File: src/hw/rtl/wildcard_glob_matcher_macros.svh
// assertion macros for the glob matcher
`ifndef WILDCARD_GLOB_MATCHER_MACROS_SVH
`define WILDCARD_GLOB_MATCHER_MACROS_SVH

// same-cycle implication, disabled while reset is asserted
`define WGM_ASSERT_IMP(label, clk, rst_n, ante, cons) \
	label: assert property (@(posedge clk) disable iff (!(rst_n)) (ante) |-> (cons)) \
		else $error("glob matcher check failed");

// next-cycle implication, disabled while reset is asserted
`define WGM_ASSERT_NXT(label, clk, rst_n, ante, cons) \
	label: assert property (@(posedge clk) disable iff (!(rst_n)) (ante) |=> (cons)) \
		else $error("glob matcher check failed");

`endif

File: src/hw/rtl/wgm_pkg.sv
// shared constants of the glob matcher
package wgm_pkg;

	// item kinds
	localparam logic [1:0] KIND_PATTERN = 2'd0;
	localparam logic [1:0] KIND_TEXT    = 2'd1;
	localparam logic [1:0] KIND_FINISH  = 2'd2;

	// error codes
	localparam logic [1:0] ERR_NONE     = 2'd0;
	localparam logic [1:0] ERR_CAPACITY = 2'd1;
	localparam logic [1:0] ERR_ORDER    = 2'd2;

	// wildcard bytes
	localparam logic [7:0] GLOB_STAR = 8'h2A;
	localparam logic [7:0] GLOB_ONE  = 8'h3F;

endpackage

File: src/hw/rtl/wgm_if.sv
// valid/ready channel interfaces of the glob matcher

// input item channel
interface wgm_item_if;
	logic       valid;
	logic       ready;
	logic [1:0] kind;
	logic [7:0] character;

	modport source (output valid, output kind, output character, input ready);
	modport sink (input valid, input kind, input character, output ready);
endinterface

// result channel
interface wgm_result_if;
	logic       valid;
	logic       ready;
	logic       matched;
	logic [1:0] error_code;

	modport source (output valid, output matched, output error_code, input ready);
	modport sink (input valid, input matched, input error_code, output ready);
endinterface

File: src/hw/rtl/wgm_closure.sv
// parallel-prefix star closure of an active position set
module wgm_closure #(
	parameter int N = 64
) (
	input  logic [N-1:0] set,
	input  logic [N-1:0] prop,
	output logic [N-1:0] closed
);

	localparam int LV = (N > 1) ? $clog2(N) : 1;

	logic [N-1:0] g_lv [LV+1];
	logic [N-1:0] p_lv [LV+1];

	// kogge-stone scan: closed[k] = set[k] | (prop[k] & closed[k-1])
	always_comb begin
		g_lv[0] = set;
		p_lv[0] = prop;
		for (int l = 0; l < LV; l++) begin
			for (int k = 0; k < N; k++) begin
				if (k >= (1 << l)) begin
					g_lv[l+1][k] = g_lv[l][k] | (p_lv[l][k] & g_lv[l][k - (1 << l)]);
					p_lv[l+1][k] = p_lv[l][k] & p_lv[l][k - (1 << l)];
				end else begin
					g_lv[l+1][k] = g_lv[l][k];
					p_lv[l+1][k] = 1'b0;
				end
			end
		end
	end

	assign closed = g_lv[LV];

endmodule

File: src/hw/rtl/wgm_step.sv
// lane decode, closure and next-set update for one text byte
module wgm_step
	import wgm_pkg::*;
#(
	parameter int MAX_PATTERN = 63,
	parameter int N           = MAX_PATTERN + 1,
	parameter int LEN_W       = $clog2(MAX_PATTERN + 1)
) (
	input  logic [LEN_W-1:0] len,
	input  logic [7:0]       store [MAX_PATTERN],
	input  logic [N-1:0]     active,
	input  logic [7:0]       ch,
	output logic [N-1:0]     next,
	output logic             hit
);

	logic [N-1:0] star_eff;
	logic [N-1:0] lit_hit;
	logic [N-1:0] prop;
	logic [N-1:0] cur;

	// per-lane decode, lanes at or beyond the pattern length are dead
	always_comb begin
		star_eff = '0;
		lit_hit  = '0;
		for (int i = 0; i < MAX_PATTERN; i++) begin
			if (LEN_W'(i) < len) begin
				star_eff[i] = (store[i] == GLOB_STAR);
				lit_hit[i]  = (store[i] != GLOB_STAR) &&
				              ((store[i] == GLOB_ONE) || (store[i] == ch));
			end
		end
	end

	assign prop = {star_eff[N-2:0], 1'b0};

	wgm_closure #(
		.N (N)
	) u_closure (
		.set    (active),
		.prop   (prop),
		.closed (cur)
	);

	// a star keeps its position, a literal or '?' advances by one
	always_comb begin
		next[0] = cur[0] & star_eff[0];
		for (int i = 1; i < N; i++) begin
			next[i] = (cur[i] & star_eff[i]) | (cur[i-1] & lit_hit[i-1]);
		end
	end

	assign hit = cur[len];

endmodule

File: src/hw/rtl/wildcard_glob_matcher.sv
// top level of the glob pattern matcher
//
//  channel  | dir | payload                 | transaction
//  ---------+-----+-------------------------+------------------------------------
//  item     | in  | kind[1:0] character[7:0]| pattern byte, text byte or finish
//  result   | out | matched error_code[1:0] | one per finish item
//
// one item a cycle sustained unless a finish is stalled: an item is held in the
// input register, then its combinational update (closure scan over the active set,
// lane compares) writes the state; a finish sets the result register in that cycle
// arst_n clears the control state and the match state; the pattern store is not cleared
// only a finish waiting on a full, unread result register stalls the input side
`include "wildcard_glob_matcher_macros.svh"

module wildcard_glob_matcher
	import wgm_pkg::*;
#(
	parameter int MAX_PATTERN = 63
) (
	input  logic        clk,
	input  logic        arst_n,
	wgm_item_if.sink    item,
	wgm_result_if.source result
);

	localparam int N     = MAX_PATTERN + 1;
	localparam int LEN_W = $clog2(MAX_PATTERN + 1);
	localparam int IDX_W = (MAX_PATTERN > 1) ? $clog2(MAX_PATTERN) : 1;

	// input register
	logic       valid_s1;
	logic [1:0] kind_s1;
	logic [7:0] char_s1;

	// match state
	logic [7:0]       pattern_store [MAX_PATTERN];
	logic [LEN_W-1:0] len_q;
	logic [N-1:0]     active_q;
	logic             text_q;
	logic [1:0]       err_q;

	// result register
	logic       out_valid_q;
	logic       matched_q;
	logic [1:0] error_code_q;

	logic         out_free;
	logic         fire_s1;
	logic [N-1:0] next_set;
	logic         hit;
	logic [1:0]   err_code;

	// the result slot frees when empty or drained this cycle
	assign out_free = !out_valid_q || result.ready;
	// only a finish needs the result slot
	assign fire_s1  = valid_s1 && ((kind_s1 != KIND_FINISH) || out_free);
	assign item.ready = !valid_s1 || fire_s1;

	wgm_step #(
		.MAX_PATTERN (MAX_PATTERN),
		.N           (N),
		.LEN_W       (LEN_W)
	) u_step (
		.len    (len_q),
		.store  (pattern_store),
		.active (active_q),
		.ch     (char_s1),
		.next   (next_set),
		.hit    (hit)
	);

	// capacity overflow wins over an ordering error
	always_comb begin
		if (err_q[0]) begin
			err_code = ERR_CAPACITY;
		end else if (err_q[1]) begin
			err_code = ERR_ORDER;
		end else begin
			err_code = ERR_NONE;
		end
	end

	// input register
	always_ff @(posedge clk or negedge arst_n) begin
		if (!arst_n) begin
			valid_s1 <= 1'b0;
		end else if (item.ready) begin
			valid_s1 <= item.valid;
		end
	end

	always_ff @(posedge clk) begin
		if (item.ready && item.valid) begin
			kind_s1 <= item.kind;
			char_s1 <= item.character;
		end
	end

	// pattern store, written in order at the current length
	always_ff @(posedge clk) begin
		if (fire_s1 && (kind_s1 == KIND_PATTERN) && !text_q &&
		    (len_q < LEN_W'(MAX_PATTERN))) begin
			pattern_store[len_q[IDX_W-1:0]] <= char_s1;
		end
	end

	// match state update, one item per cycle unless a finish is stalled
	always_ff @(posedge clk or negedge arst_n) begin
		if (!arst_n) begin
			len_q    <= '0;
			active_q <= N'(1);
			text_q   <= 1'b0;
			err_q    <= 2'b00;
		end else if (fire_s1) begin
			case (kind_s1)
				KIND_PATTERN: begin
					if (text_q) begin
						err_q[1] <= 1'b1;
					end else if (len_q >= LEN_W'(MAX_PATTERN)) begin
						err_q[0] <= 1'b1;
					end else begin
						len_q <= len_q + LEN_W'(1);
					end
				end
				KIND_TEXT: begin
					// stored unclosed; closure is reapplied on every use
					active_q <= next_set;
					text_q   <= 1'b1;
				end
				KIND_FINISH: begin
					len_q    <= '0;
					active_q <= N'(1);
					text_q   <= 1'b0;
					err_q    <= 2'b00;
				end
				default: begin
					// unused kind, no effect
				end
			endcase
		end
	end

	// result register
	always_ff @(posedge clk or negedge arst_n) begin
		if (!arst_n) begin
			out_valid_q <= 1'b0;
		end else if (fire_s1 && (kind_s1 == KIND_FINISH)) begin
			out_valid_q <= 1'b1;
		end else if (result.ready) begin
			out_valid_q <= 1'b0;
		end
	end

	always_ff @(posedge clk) begin
		if (fire_s1 && (kind_s1 == KIND_FINISH)) begin
			matched_q    <= hit && (err_code == ERR_NONE);
			error_code_q <= err_code;
		end
	end

	assign result.valid      = out_valid_q;
	assign result.matched    = matched_q;
	assign result.error_code = error_code_q;

	// no position beyond the pattern end is ever active
	`WGM_ASSERT_IMP(a_active_in_range, clk, arst_n, 1'b1, ((active_q >> len_q) >> 1) == '0)
	// the length never passes the store depth
	`WGM_ASSERT_IMP(a_len_bound, clk, arst_n, 1'b1, len_q <= LEN_W'(MAX_PATTERN))
	// a finish always produces a waiting result and returns the state to idle
	`WGM_ASSERT_NXT(a_finish_result, clk, arst_n, fire_s1 && (kind_s1 == KIND_FINISH), result.valid)
	`WGM_ASSERT_NXT(a_finish_clear, clk, arst_n, fire_s1 && (kind_s1 == KIND_FINISH), (len_q == '0) && !text_q && (err_q == 2'b00) && (active_q == N'(1)))

endmodule
File: src/flat_wrapper.sv
// flat-port wrapper written by rule: the top's interface ports become plain ports
module wildcard_glob_matcher_flat import wgm_pkg::*;
#(
	parameter int MAX_PATTERN = 63
)
  (clk, arst_n, item_valid, item_kind, item_character, item_ready, result_valid, result_matched, result_error_code, result_ready);
  wgm_item_if item_i ();
  wgm_result_if result_i ();
  input  logic clk;
  input  logic arst_n;
  input wire logic [$bits(item_i.valid)-1:0] item_valid;
  input wire logic [$bits(item_i.kind)-1:0] item_kind;
  input wire logic [$bits(item_i.character)-1:0] item_character;
  output wire logic [$bits(item_i.ready)-1:0] item_ready;
  output wire logic [$bits(result_i.valid)-1:0] result_valid;
  output wire logic [$bits(result_i.matched)-1:0] result_matched;
  output wire logic [$bits(result_i.error_code)-1:0] result_error_code;
  input wire logic [$bits(result_i.ready)-1:0] result_ready;
  assign item_i.valid = item_valid;
  assign item_i.kind = item_kind;
  assign item_i.character = item_character;
  assign item_ready = item_i.ready;
  assign result_valid = result_i.valid;
  assign result_matched = result_i.matched;
  assign result_error_code = result_i.error_code;
  assign result_i.ready = result_ready;
  wildcard_glob_matcher #(.MAX_PATTERN(MAX_PATTERN)) u_core (.clk(clk), .arst_n(arst_n), .item(item_i), .result(result_i));
endmodule
File: config.mk
export PLATFORM = sky130hd
export DESIGN_NAME = wildcard_glob_matcher_flat
export DESIGN_NICKNAME = d
export VERILOG_FILES = /design/src/hw/rtl/wgm_pkg.sv /design/src/hw/rtl/wgm_if.sv /design/src/hw/rtl/wgm_closure.sv /design/src/hw/rtl/wgm_step.sv /design/src/hw/rtl/wildcard_glob_matcher.sv /design/src/flat_wrapper.sv
export VERILOG_INCLUDE_DIRS = /design/src /design/src/hw/rtl
export SDC_FILE = /design/constraint.sdc
export NUM_CORES = 1
export LEC_CHECK = 0
export BUFFER_PORTS_ARGS = -buffer_cell sky130_fd_sc_hd__buf_4
export CAP_MARGIN = 0
export CORE_MARGIN = 10
export CORE_UTILIZATION = 29
export DETAILED_ROUTE_END_ITERATION = 6
export GPL_TIMING_DRIVEN = 0
export SYNTH_ARGS = -nofsm -noshare
export SYNTH_HDL_FRONTEND = slang
export SYNTH_SLANG_ARGS = --single-unit
File: constraint.sdc
create_clock -name clk -period 10.6 [get_ports clk]
set_input_delay 2.12 -clock clk [delete_from_list [all_inputs] [get_ports clk]]
set_output_delay 2.12 -clock clk [all_outputs]
set_load 0.02 [all_outputs]
### Yosys cells after proc, flatten, opt, wreduce, memory -nomap -nowiden

Index checks and enable logic that the tools add are counted.

* register bits after elaboration: 592
* input bits: 14
* output and inout bits: 5

* add/sub/neg operators: 1
* order comparisons: 68
* equal/unequal tests: 259
* mux-type cells: 144
* bitwise gates (word level): 1088
* reductions and logical operators: 149

Operators by type and width (count)
* 8-bit by 6-bit equality test with 1-bit output, second input constant: 126
* 1-bit bitwise AND: 704
* 504-bit bitwise mux: 1
* 8-bit equality test: 63
* 8-bit by 6-bit inequality test with 1-bit output, second input constant: 63
* 1-bit bitwise OR: 383
* 6-bit < comparator, first input constant: 31
* 1-bit 2-to-1 mux: 132
* 64-bit one-hot mux with 2 select lines: 1
* 5-bit by 6-bit < comparator with 1-bit output, first input constant: 16
* 1-bit logical AND: 71
* 1-bit logical OR: 66
* 8-bit demux with 6-bit select: 1
* 4-bit by 6-bit < comparator with 1-bit output, first input constant: 8
* 3-bit by 6-bit < comparator with 1-bit output, first input constant: 4
* 1-bit by 6-bit < comparator with 1-bit output, first input constant: 2
* 2-bit by 6-bit < comparator with 1-bit output, first input constant: 2
* 6-bit 2-to-1 mux: 2
* 6-bit one-hot mux with 2 select lines: 1
* 8-bit 2-to-1 mux: 1
* 2-bit inequality test, second input constant: 4
* 4-bit AND reduction: 2
* 7-bit greater-or-equal comparator, second input constant: 1
* 6-bit by 7-bit < comparator with 1-bit output, second input constant: 1
* 17 further kinds: 23

### Logic depth before layout (Yosys ltp)

Gate-level depths: netlist (run 1).

* depth after elaboration: 17
* mapped depth: 19
* mapped depth without buffers: 15

### Modules after synthesis

A second synthesis (run 1) with hierarchy kept.

* cell total of the unflattened synthesis: 2711
* area, all modules: 31094.8 um2

By module, submodules not included
* wildcard_glob_matcher: times used 1, cells each 958, area an instance 19246.0 um2, sequential area each 17402.9 um2
* wgm_step: times used 1, cells each 1416, area an instance 9909.5 um2, sequential area each 0.0 um2
* wgm_closure: times used 1, cells each 337, area an instance 1939.4 um2, sequential area each 0.0 um2

### Least setup slack after synthesis (run 1)

Ideal clock, no wire load.

* path kind: input port to output port
* start: input result_ready
* end: output item_ready
* arrival: 2.444 ns
* data required time: 8.480 ns
* slack: 6.036 ns
* stages: 1
* path buffers: 0
* path through: nand4b_1

* cells in the longest elaborated chain, start to end: 4

Ends and longest elaborated chain
* start, declared: line flat_wrapper.sv:18 `input wire logic [$bits(result_i.ready)-1:0] result_ready;`
* 1-bit logical OR: line wildcard_glob_matcher.sv:54 `assign out_free = !out_valid_q || result.ready;`
* 1-bit logical OR: line wildcard_glob_matcher.sv:56 `assign fire_s1 = valid_s1 && ((kind_s1 != KIND_FINISH) || out_free);`
* 1-bit logical AND: line wildcard_glob_matcher.sv:56
* 1-bit logical OR: line wildcard_glob_matcher.sv:57 `assign item.ready = !valid_s1 || fire_s1;`
* end, declared: line flat_wrapper.sv:14 `output wire logic [$bits(item_i.ready)-1:0] item_ready;`

No other way between the ends.

### Worst setup path after layout (run 1)

* start: register u_core.len_q[0]
* end: register u_core.matched_q, in the netlist u_core.result.matched (data pin)

* cells in the longest elaborated chain, start to end: 17

Ends and longest elaborated chain
* start, declared: line wildcard_glob_matcher.sv:37 `logic [LEN_W-1:0] len_q;`
* start signal, assigned: line wildcard_glob_matcher.sv:122 `len_q <= len_q + LEN_W'(1);`
* 1-bit by 6-bit < comparator with 1-bit output: line wgm_step.sv:27 `if (LEN_W'(i) < len) begin`
* 1-bit 2-to-1 mux: line wgm_step.sv:27
* 1-bit bitwise AND: line wgm_closure.sv:22 `g_lv[l+1][k] = g_lv[l][k] | (p_lv[l][k] & g_lv[l][k - (1 << l)]);`
* 1-bit bitwise OR: line wgm_closure.sv:22
* 1-bit bitwise AND: line wgm_closure.sv:22
* 1-bit bitwise OR: line wgm_closure.sv:22
* 1-bit bitwise AND: line wgm_closure.sv:22
* 1-bit bitwise OR: line wgm_closure.sv:22
* 1-bit bitwise AND: line wgm_closure.sv:22
* 1-bit bitwise OR: line wgm_closure.sv:22
* 1-bit bitwise AND: line wgm_closure.sv:22
* 1-bit bitwise OR: line wgm_closure.sv:22
* 1-bit bitwise AND: line wgm_closure.sv:22
* 1-bit bitwise OR: line wgm_closure.sv:22
* 1-bit binary-select mux with 6-bit select *: line wgm_step.sv:53 `assign hit = cur[len];`
* 1-bit 2-to-1 mux (not written as such) *: line wgm_step.sv:53
* 1-bit logical AND *: line wildcard_glob_matcher.sv:156 `matched_q <= hit && (err_code == ERR_NONE);`
* end signal, assigned: line wildcard_glob_matcher.sv:156
* end, declared: line wildcard_glob_matcher.sv:44 `logic matched_q;`

Every way passes the cells marked *; elsewhere a longest branch is shown, timed or not. The select of a mux whose other input is x is not followed.
A chain may end at the register's enable or synchronous reset.

==> run_results.csv, run 1 <==
group,metric,value,unit
drt,drt_pass1_iterations,6,
yosys,seq_area_frac_synth,52.4,%
timing,post-route-min-period,6.90,ns
timing,rsz0062_at_grt,"false",
setup_path,cp_data_required_time,10.92,ns
setup_path,ff2ff_path_depth,18,
global_route,grt_pass1_vias,26400,
global_route,grt_pass1_wl,193,mm
power,p_int,0.00407,W
floorplanning,die_h,358,um
yosys,synth.most_common_cell,"edfxtp_1",
clock_network,clock_path_buffers,3,
yosys,netlist_instances,3100,
global_route,use_met3,4.20,%
cells_and_area,area_growth,15.5,%
timing,setup_viol,0,
setup_path,critPathSlowestCell,"nor3b_2",
clock_network,cts_resized,0,
cells_and_area,fill_cells,11400,
drt,viasPerCell,5.83,
clock_network,cts_buffers,69,
drt,final_antenna_net_count,0,
power,finalPower,0.00551,W
place,gp_congestion,1.01,
place,placed_area,36000,sq um
drt,drt-total-wl,138,mm
setup_path,cp_data_arrival_time,7.21,ns
cells_and_area,final_nets,3242,
floorplanning,ios,19,
power,powerDensity,144,nW/um^2
yosys,synth_top_cell_by_area,"edfxtp_1",
clock_network,clk_pin_slew,0.06,ns
global_route,grt_overflow_total,0,
setup_path,worstPathCellList,"clkbuf_1 > inv_1 > clkbuf_1 > ha_1 > buf_2 > nor3b_2 > a21boi_1 > a211o_1 > a41oi_2 > a31oi_2 > a31oi_2 > o21ai_2 > a41o_1 > a21oi_1 > o211a_1 > o311ai_0 > o311ai_0 > nand3_1",
yosys,synth_top_area_share,46.8,%
yosys,ys_ff_latch,592,
run_status,violations,"capacitance limit, slew limit",
setup_path,crit_fanout,10,
clock_network,htree_levels,3,
hold_path,min_path_type,"flip-flop to flip-flop",
timing,worst_pin_slew,1.53,ns
flow_run,max_cap_violations,4,
drt,drt-initial-drc-count,3795,
timing,max_slew_margin,-1.86,%
place,portBuffers,18,
timing,fmax,145,MHz
clock_network,cts.sinks,592,
drt,post-route-drc-count,0,
timing,fin_setup_tns,0,ns
yosys,synth_common_cells,"edfxtp_1 (517), nor2_1 (288), xnor2_1 (257)",
global_route,grtUsageMet1,27.3,%
yosys,syn-num-nets,3119,
global_route,grt_max_degree,76,
clock_network,cts_tree,"yes",
power,power_leakage,12.0,nW
timing,skew,0.0278,ns
drt,vias,27900,
setup_path,critPathCaptureType,"flip-flop",
clock_network,cts_setup_buffers,0,
floorplanning,die_area,128000,sq um
yosys,ys_warn_count,0,
cells_and_area,drive_gt1_share,7.96,%
clock_network,cts-root-buf,"clkbuf_16",
floorplanning,die_w,358,um
yosys,synthArstFlopShare,12.7,%
setup_path,slowest_delay,0.65,ns
setup_path,critPathKind,"flip-flop to flip-flop",
power,clkPwrFrac,43.7,%
timing,hold_viol,0,
clock_network,holdBufCountCts,0,
yosys,ys_top_cells_by_area,"edfxtp_1 (47%), xnor2_1 (6.8%), xor2_1 (6.6%), dfrtp_1 (5.6%), nor2_1 (3.3%)",
yosys,ys.flop_type,"edfxtp_1",
yosys,syn_area,33200,sq um
global_route,grtUsageMet2,32.0,%
timing,period_share,65.1,%
setup_path,start_kind,"flip-flop",
power,p_comb_share,9.6,%
floorplanning,start_util,29.1,%
floorplanning,core,114000,sq um
yosys,synth_edf_count,517,
hold_path,holdPathStages,2,
clock_network,insertion_delay,0.65,ns
power,swShare,26.1,%
drt,wl_per_cell,28.8,um
yosys,yosys.cell_types.count,108,
global_route,antenna_found_initial,4,
cells_and_area,fin_area,38300,sq um
floorplanning,num_rows,124,
timing,final_max_slew_viol_count,32,
yosys,avgSynthCellArea,10.7,sq um
place,hpwlAfterDp,103,mm
run_status,status,"complete, but fails checks",
power,ir_drop,0.000109,V
global_route,gr-usage-all-layers,20.8,%
power,p_seq_share,46.6,%
global_route,gr-max-usage-layer,"met2",
power,p_sw,0.00144,W
## metal layers
layer | share of wire, % | wire length [um]
met3 | 9.7 | 13400
met2 | 44 | 60400
met4 | 6.0 | 8310
met5 | 0.0058 | 8
met1 | 41 | 55900
## power groups by stage
stage | registers (W) | clock network [W] | logic, W
4_1_cts | 0.00257 | 0.00244 | 0.000516
6_report | 0.00257 | 0.00241 | 0.000529
3_3_place_gp | 0.00266 | 0 | 0.000435
2_1_floorplan | 0.00262 | 0 | 0.000231
3_5_place_dp | 0.00262 | 0 | 0.000514
5_1_grt | 0.00257 | 0.00253 | 0.000540
## layout by cell type, fill, tap and decap left out, types with 25 or more instances in the layout
master / netlist / final
xor2_1: 249 / 249
o21ai_0: 122 / 122
nor3_1: 89 / 88
nor4_1: 115 / 113
a21oi_1: 140 / 140
nand3_1: 80 / 80
clkbuf_16: 0 / 70
xnor2_1: 257 / 257
and3_1: 29 / 29
dfrtp_1: 74 / 74
clkbuf_1: 75 / 79
nand2_1: 250 / 250
or4_1: 28 / 28
nand4_1: 103 / 103
edfxtp_1: 517 / 517
buf_16: 0 / 25
nor2_1: 288 / 287
inv_1: 50 / 50
o22ai_1: 26 / 26
a31oi_1: 37 / 37
## final timing paths
kind / startpoint / end / slack, ns
min in group asynchronous: arst_n / u_core.active_q[4] / 1.74
max reg2reg: u_core.len_q[0] / u_core.result.matched / 3.70
max in group asynchronous: arst_n / u_core.active_q[45] / 8.01
min reg2reg: u_core.active_q[63] / u_core.active_q[63] / 0.53
max: u_core.len_q[0] / u_core.result.matched / 3.70
min: u_core.active_q[63] / u_core.active_q[63] / 0.53
## logic make-up after synthesis
group	Yosys count	synth area share (%)
simple gates	1180	18.6
xor+xnor	506	13.4
compound gates	644	13.4
buf+inv	172	2.07
mux	1	0.0339
flops	592	52.4
fa+ha+maj	5	0.189
## sequential cells by signal, indices dropped and copies added (netlist names)
| register | count |
|---|---|
| u_core.result.error_code | 2 |
| u_core.char_s1 | 8 |
| u_core.valid_s1 | 1 |
| u_core.pattern_store | 504 |
| u_core.len_q | 6 |
| u_core.result.matched | 1 |
| u_core.err_q | 2 |
| u_core.text_q | 1 |
| u_core.active_q | 64 |
| u_core.result.valid | 1 |
| u_core.kind_s1 | 2 |
## area by class of cell
cell class / instances / area [sq um] / share of cell area [%]
clock buffer: 81 / 1800 / 4.71
buffer: 119 / 499 / 1.30
antenna: 1 / 2.50 / 0.00653
inverter: 53 / 199 / 0.519
multi-input combinational: 2336 / 15100 / 39.5
sequential: 592 / 17400 / 45.4
tap: 1512 / 1890 / 4.94
clock inverter: 45 / 449 / 1.17
timing repair buffer: 52 / 941 / 2.46
## critical path: cells and delay by family (launching register included)
| kind | cells | cell delay, ns |
|---|---|---|
| DFF | 1 | 0.40 |
| AOI/OAI and AO/OA | 11 | 3.80 |
| and+or+nand+nor | 2 | 0.95 |
| buffers and inverters | 4 | 1.12 |
| adders and majority gates | 1 | 0.27 |
## stage by stage
| step | util, % | hold WS [ns] | setup WS (ns) | std cells |
|---|---|---|---|---|
| after CTS | 33.6 | 0.520 | 3.95 | 4789 |
| after global placement | 30.9 | 0.476 | 3.30 | 4630 |
| after global routing | 33.6 | 0.538 | 3.71 | 4790 |
| after floorplan | - | 0.457 | 6.04 | 3100 |
| after detailed placement | 31.6 | 0.508 | 3.95 | 4663 |
| final | 33.6 | 0.526 | 3.70 | 4791 |
Power figures use the tool's default switching activity.
==> run 2: changes to the inputs <==
==> constraint.sdc (replaced) <==
create_clock -name clk -period 6.1 [get_ports clk]
set_input_delay 1.22 -clock clk [delete_from_list [all_inputs] [get_ports clk]]
set_output_delay 1.22 -clock clk [all_outputs]
set_load 0.02 [all_outputs]
==> run_results.csv, run 2 (synthesis gave the netlist of run 1 again) <==
group,metric,value,unit
cells_and_area,final_cell_mix,"edfxtp_1 (517), nor2_1 (287), xnor2_1 (257)",
setup_path,critPathCaptureType,"flip-flop",
place,portBuffers,18,
timing,period_share,99.2,%
cells_and_area,final_common_cell,"edfxtp_1",
setup_path,start_kind,"flip-flop",
floorplanning,die_h,358,um
setup_path,r2r_start,"u_core.len_q[0]",
global_route,grt_pass1_wl,193,mm
drt,drt-total-wl,138,mm
timing,hold_viol,0,
global_route,grt_overflow_total,0,
place,placed_area,36000,sq um
timing,max_slew_margin,-3.68,%
clock_network,cts.sinks,592,
drt,drt_pass1_iterations,6,
clock_network,cts_tree,"yes",
place,gp_congestion,1.01,
global_route,grt_pass1_vias,26400,
drt,post-route-drc-count,0,
setup_path,cp_data_required_time,6.42,ns
floorplanning,num_rows,124,
timing,worst_pin_slew,1.56,ns
clock_network,cts_buffers,69,
global_route,gr-usage-all-layers,20.8,%
clock_network,cts-root-buf,"clkbuf_16",
power,powerDensity,250,nW/um^2
clock_network,htree_levels,3,
clock_network,insertion_delay,0.65,ns
timing,rsz0062_at_grt,"false",
drt,drt-initial-drc-count,3691,
run_status,status,"complete, but fails checks",
drt,vias,27900,
drt,wl_per_cell,28.9,um
floorplanning,ios,19,
setup_path,critPathKind,"flip-flop to flip-flop",
clock_network,clock_path_buffers,3,
run_status,violations,"capacitance limit, slew limit",
flow_run,max_cap_violations,7,
clock_network,clk_pin_slew,0.06,ns
drt,viasPerCell,5.82,
power,ir_drop,0.000193,V
hold_path,min_path_type,"flip-flop to flip-flop",
place,dp.cells,4663,
power,finalPower,0.00959,W
floorplanning,start_util,29.1,%
cells_and_area,drive_gt1_share,8.33,%
global_route,grt_max_degree,76,
cells_and_area,largest_reg_flops,504,
drt,final_antenna_net_count,0,
setup_path,crit_start,"u_core.len_q[0]",
floorplanning,die_area,128000,sq um
floorplanning,core,114000,sq um
cells_and_area,fin_cells,4791,
setup_path,crit_fanout,11,
floorplanning,die_w,358,um
timing,final_max_slew_viol_count,54,
timing,fin_setup_tns,0,ns
power,power_leakage,12.0,nW
timing,post-route-min-period,6.05,ns
global_route,antenna_found_initial,5,
timing,setup_viol,0,
cells_and_area,final_nets,3241,
timing,fmax,165,MHz
setup_path,cp_data_arrival_time,6.37,ns
place,hpwlAfterDp,103,mm
cells_and_area,area_growth,15.7,%
timing,skew,0.0296,ns
cells_and_area,fill_cells,11400,
cells_and_area,fin_area,38400,sq um
hold_path,min_from,"u_core.active_q[63]",
clock_network,holdBufCountCts,0,
run 2: cell count changes in the layout (fill, tap and decap cells not counted), moves of 2 or more:
cell,delta
nor4_1,-4
nor4_2,+3
o31ai_1,-3
o31ai_2,+3
a21oi_1,-2
a21oi_2,+2
run 2: timing repair:
action | CTS | global route
buffers inserted | 0 | 1
resized for setup | 5 | 9
endpoints found under the setup margin | 1 | 7
cloned | 0 | 0
pin swaps | 0 | 0
run 2: layout make-up:
type	count	area (sq um)	area share, %
flip-flops and latches	592	17400	45.3
multi-input cells	2336	15200	39.6
well taps	1512	1890	4.93
clock buffers	81	1800	4.70
repair buffers	52	933	2.43
plain buffers	118	495	1.29
clock inverters	45	449	1.17
inverters	53	203	0.528
diodes	2	5.00	0.0130
run 2: per-layer routing:
metal  global-route usage, %  wire length [um]
met5                       0                22
met4                    11.2              8070
met3                    4.24             13200
met2                    32.1             60700
met1                    27.2             56300
run 2: where the power goes:
group          internal [W]  switching (W)  total (W)
registers           0.00443      0.0000345    0.00446
logic              0.000244       0.000687   0.000932
clock network       0.00240        0.00179    0.00419
run 2: path summary, 6_finish.rpt:
| check | endpoint | slack, ns | depth (start not counted) |
|---|---|---|---|
| worst min-delay path | u_core.active_q[63] | 0.52 | 2 |
| worst max-delay path | u_core.result.matched | 0.05 | 17 |
| worst min register to register | u_core.active_q[63] | 0.52 | 2 |
| max in group asynchronous | u_core.active_q[45] | 4.41 | 1 |
| min in group asynchronous | u_core.active_q[9] | 0.84 | 1 |
| worst max register to register | u_core.result.matched | 0.05 | 17 |
run 2: metrics by stage:
step | hold slack, ns | util (%) | setup slack (ns)
6_report | 0.520 | 33.7 | 0.0460
4_1_cts | 0.520 | 33.6 | 0.0723
3_3_place_gp | 0.476 | 30.9 | -1.20
3_5_place_dp | 0.508 | 31.6 | -0.546
5_1_grt | 0.538 | 33.7 | 0.0378
2_1_floorplan | 0.457 | - | 1.87
run 2: critical path, cell delays in order, from the launching register on:
cell	delay (ns)
dfrtp_1	0.40
clkbuf_1	0.23
clkinvlp_4	0.29
ha_1	0.20
buf_2	0.29
nor4b_1	1.12
nor4_4	0.25
nand2_2	0.19
or4b_1	0.20
a21oi_1	0.07
or3b_1	0.41
a2bb2oi_2	0.49
or2_1	0.20
nor2_1	0.05
a221oi_1	0.26
o311ai_0	0.24
o311ai_0	0.50
nand3_1	0.30
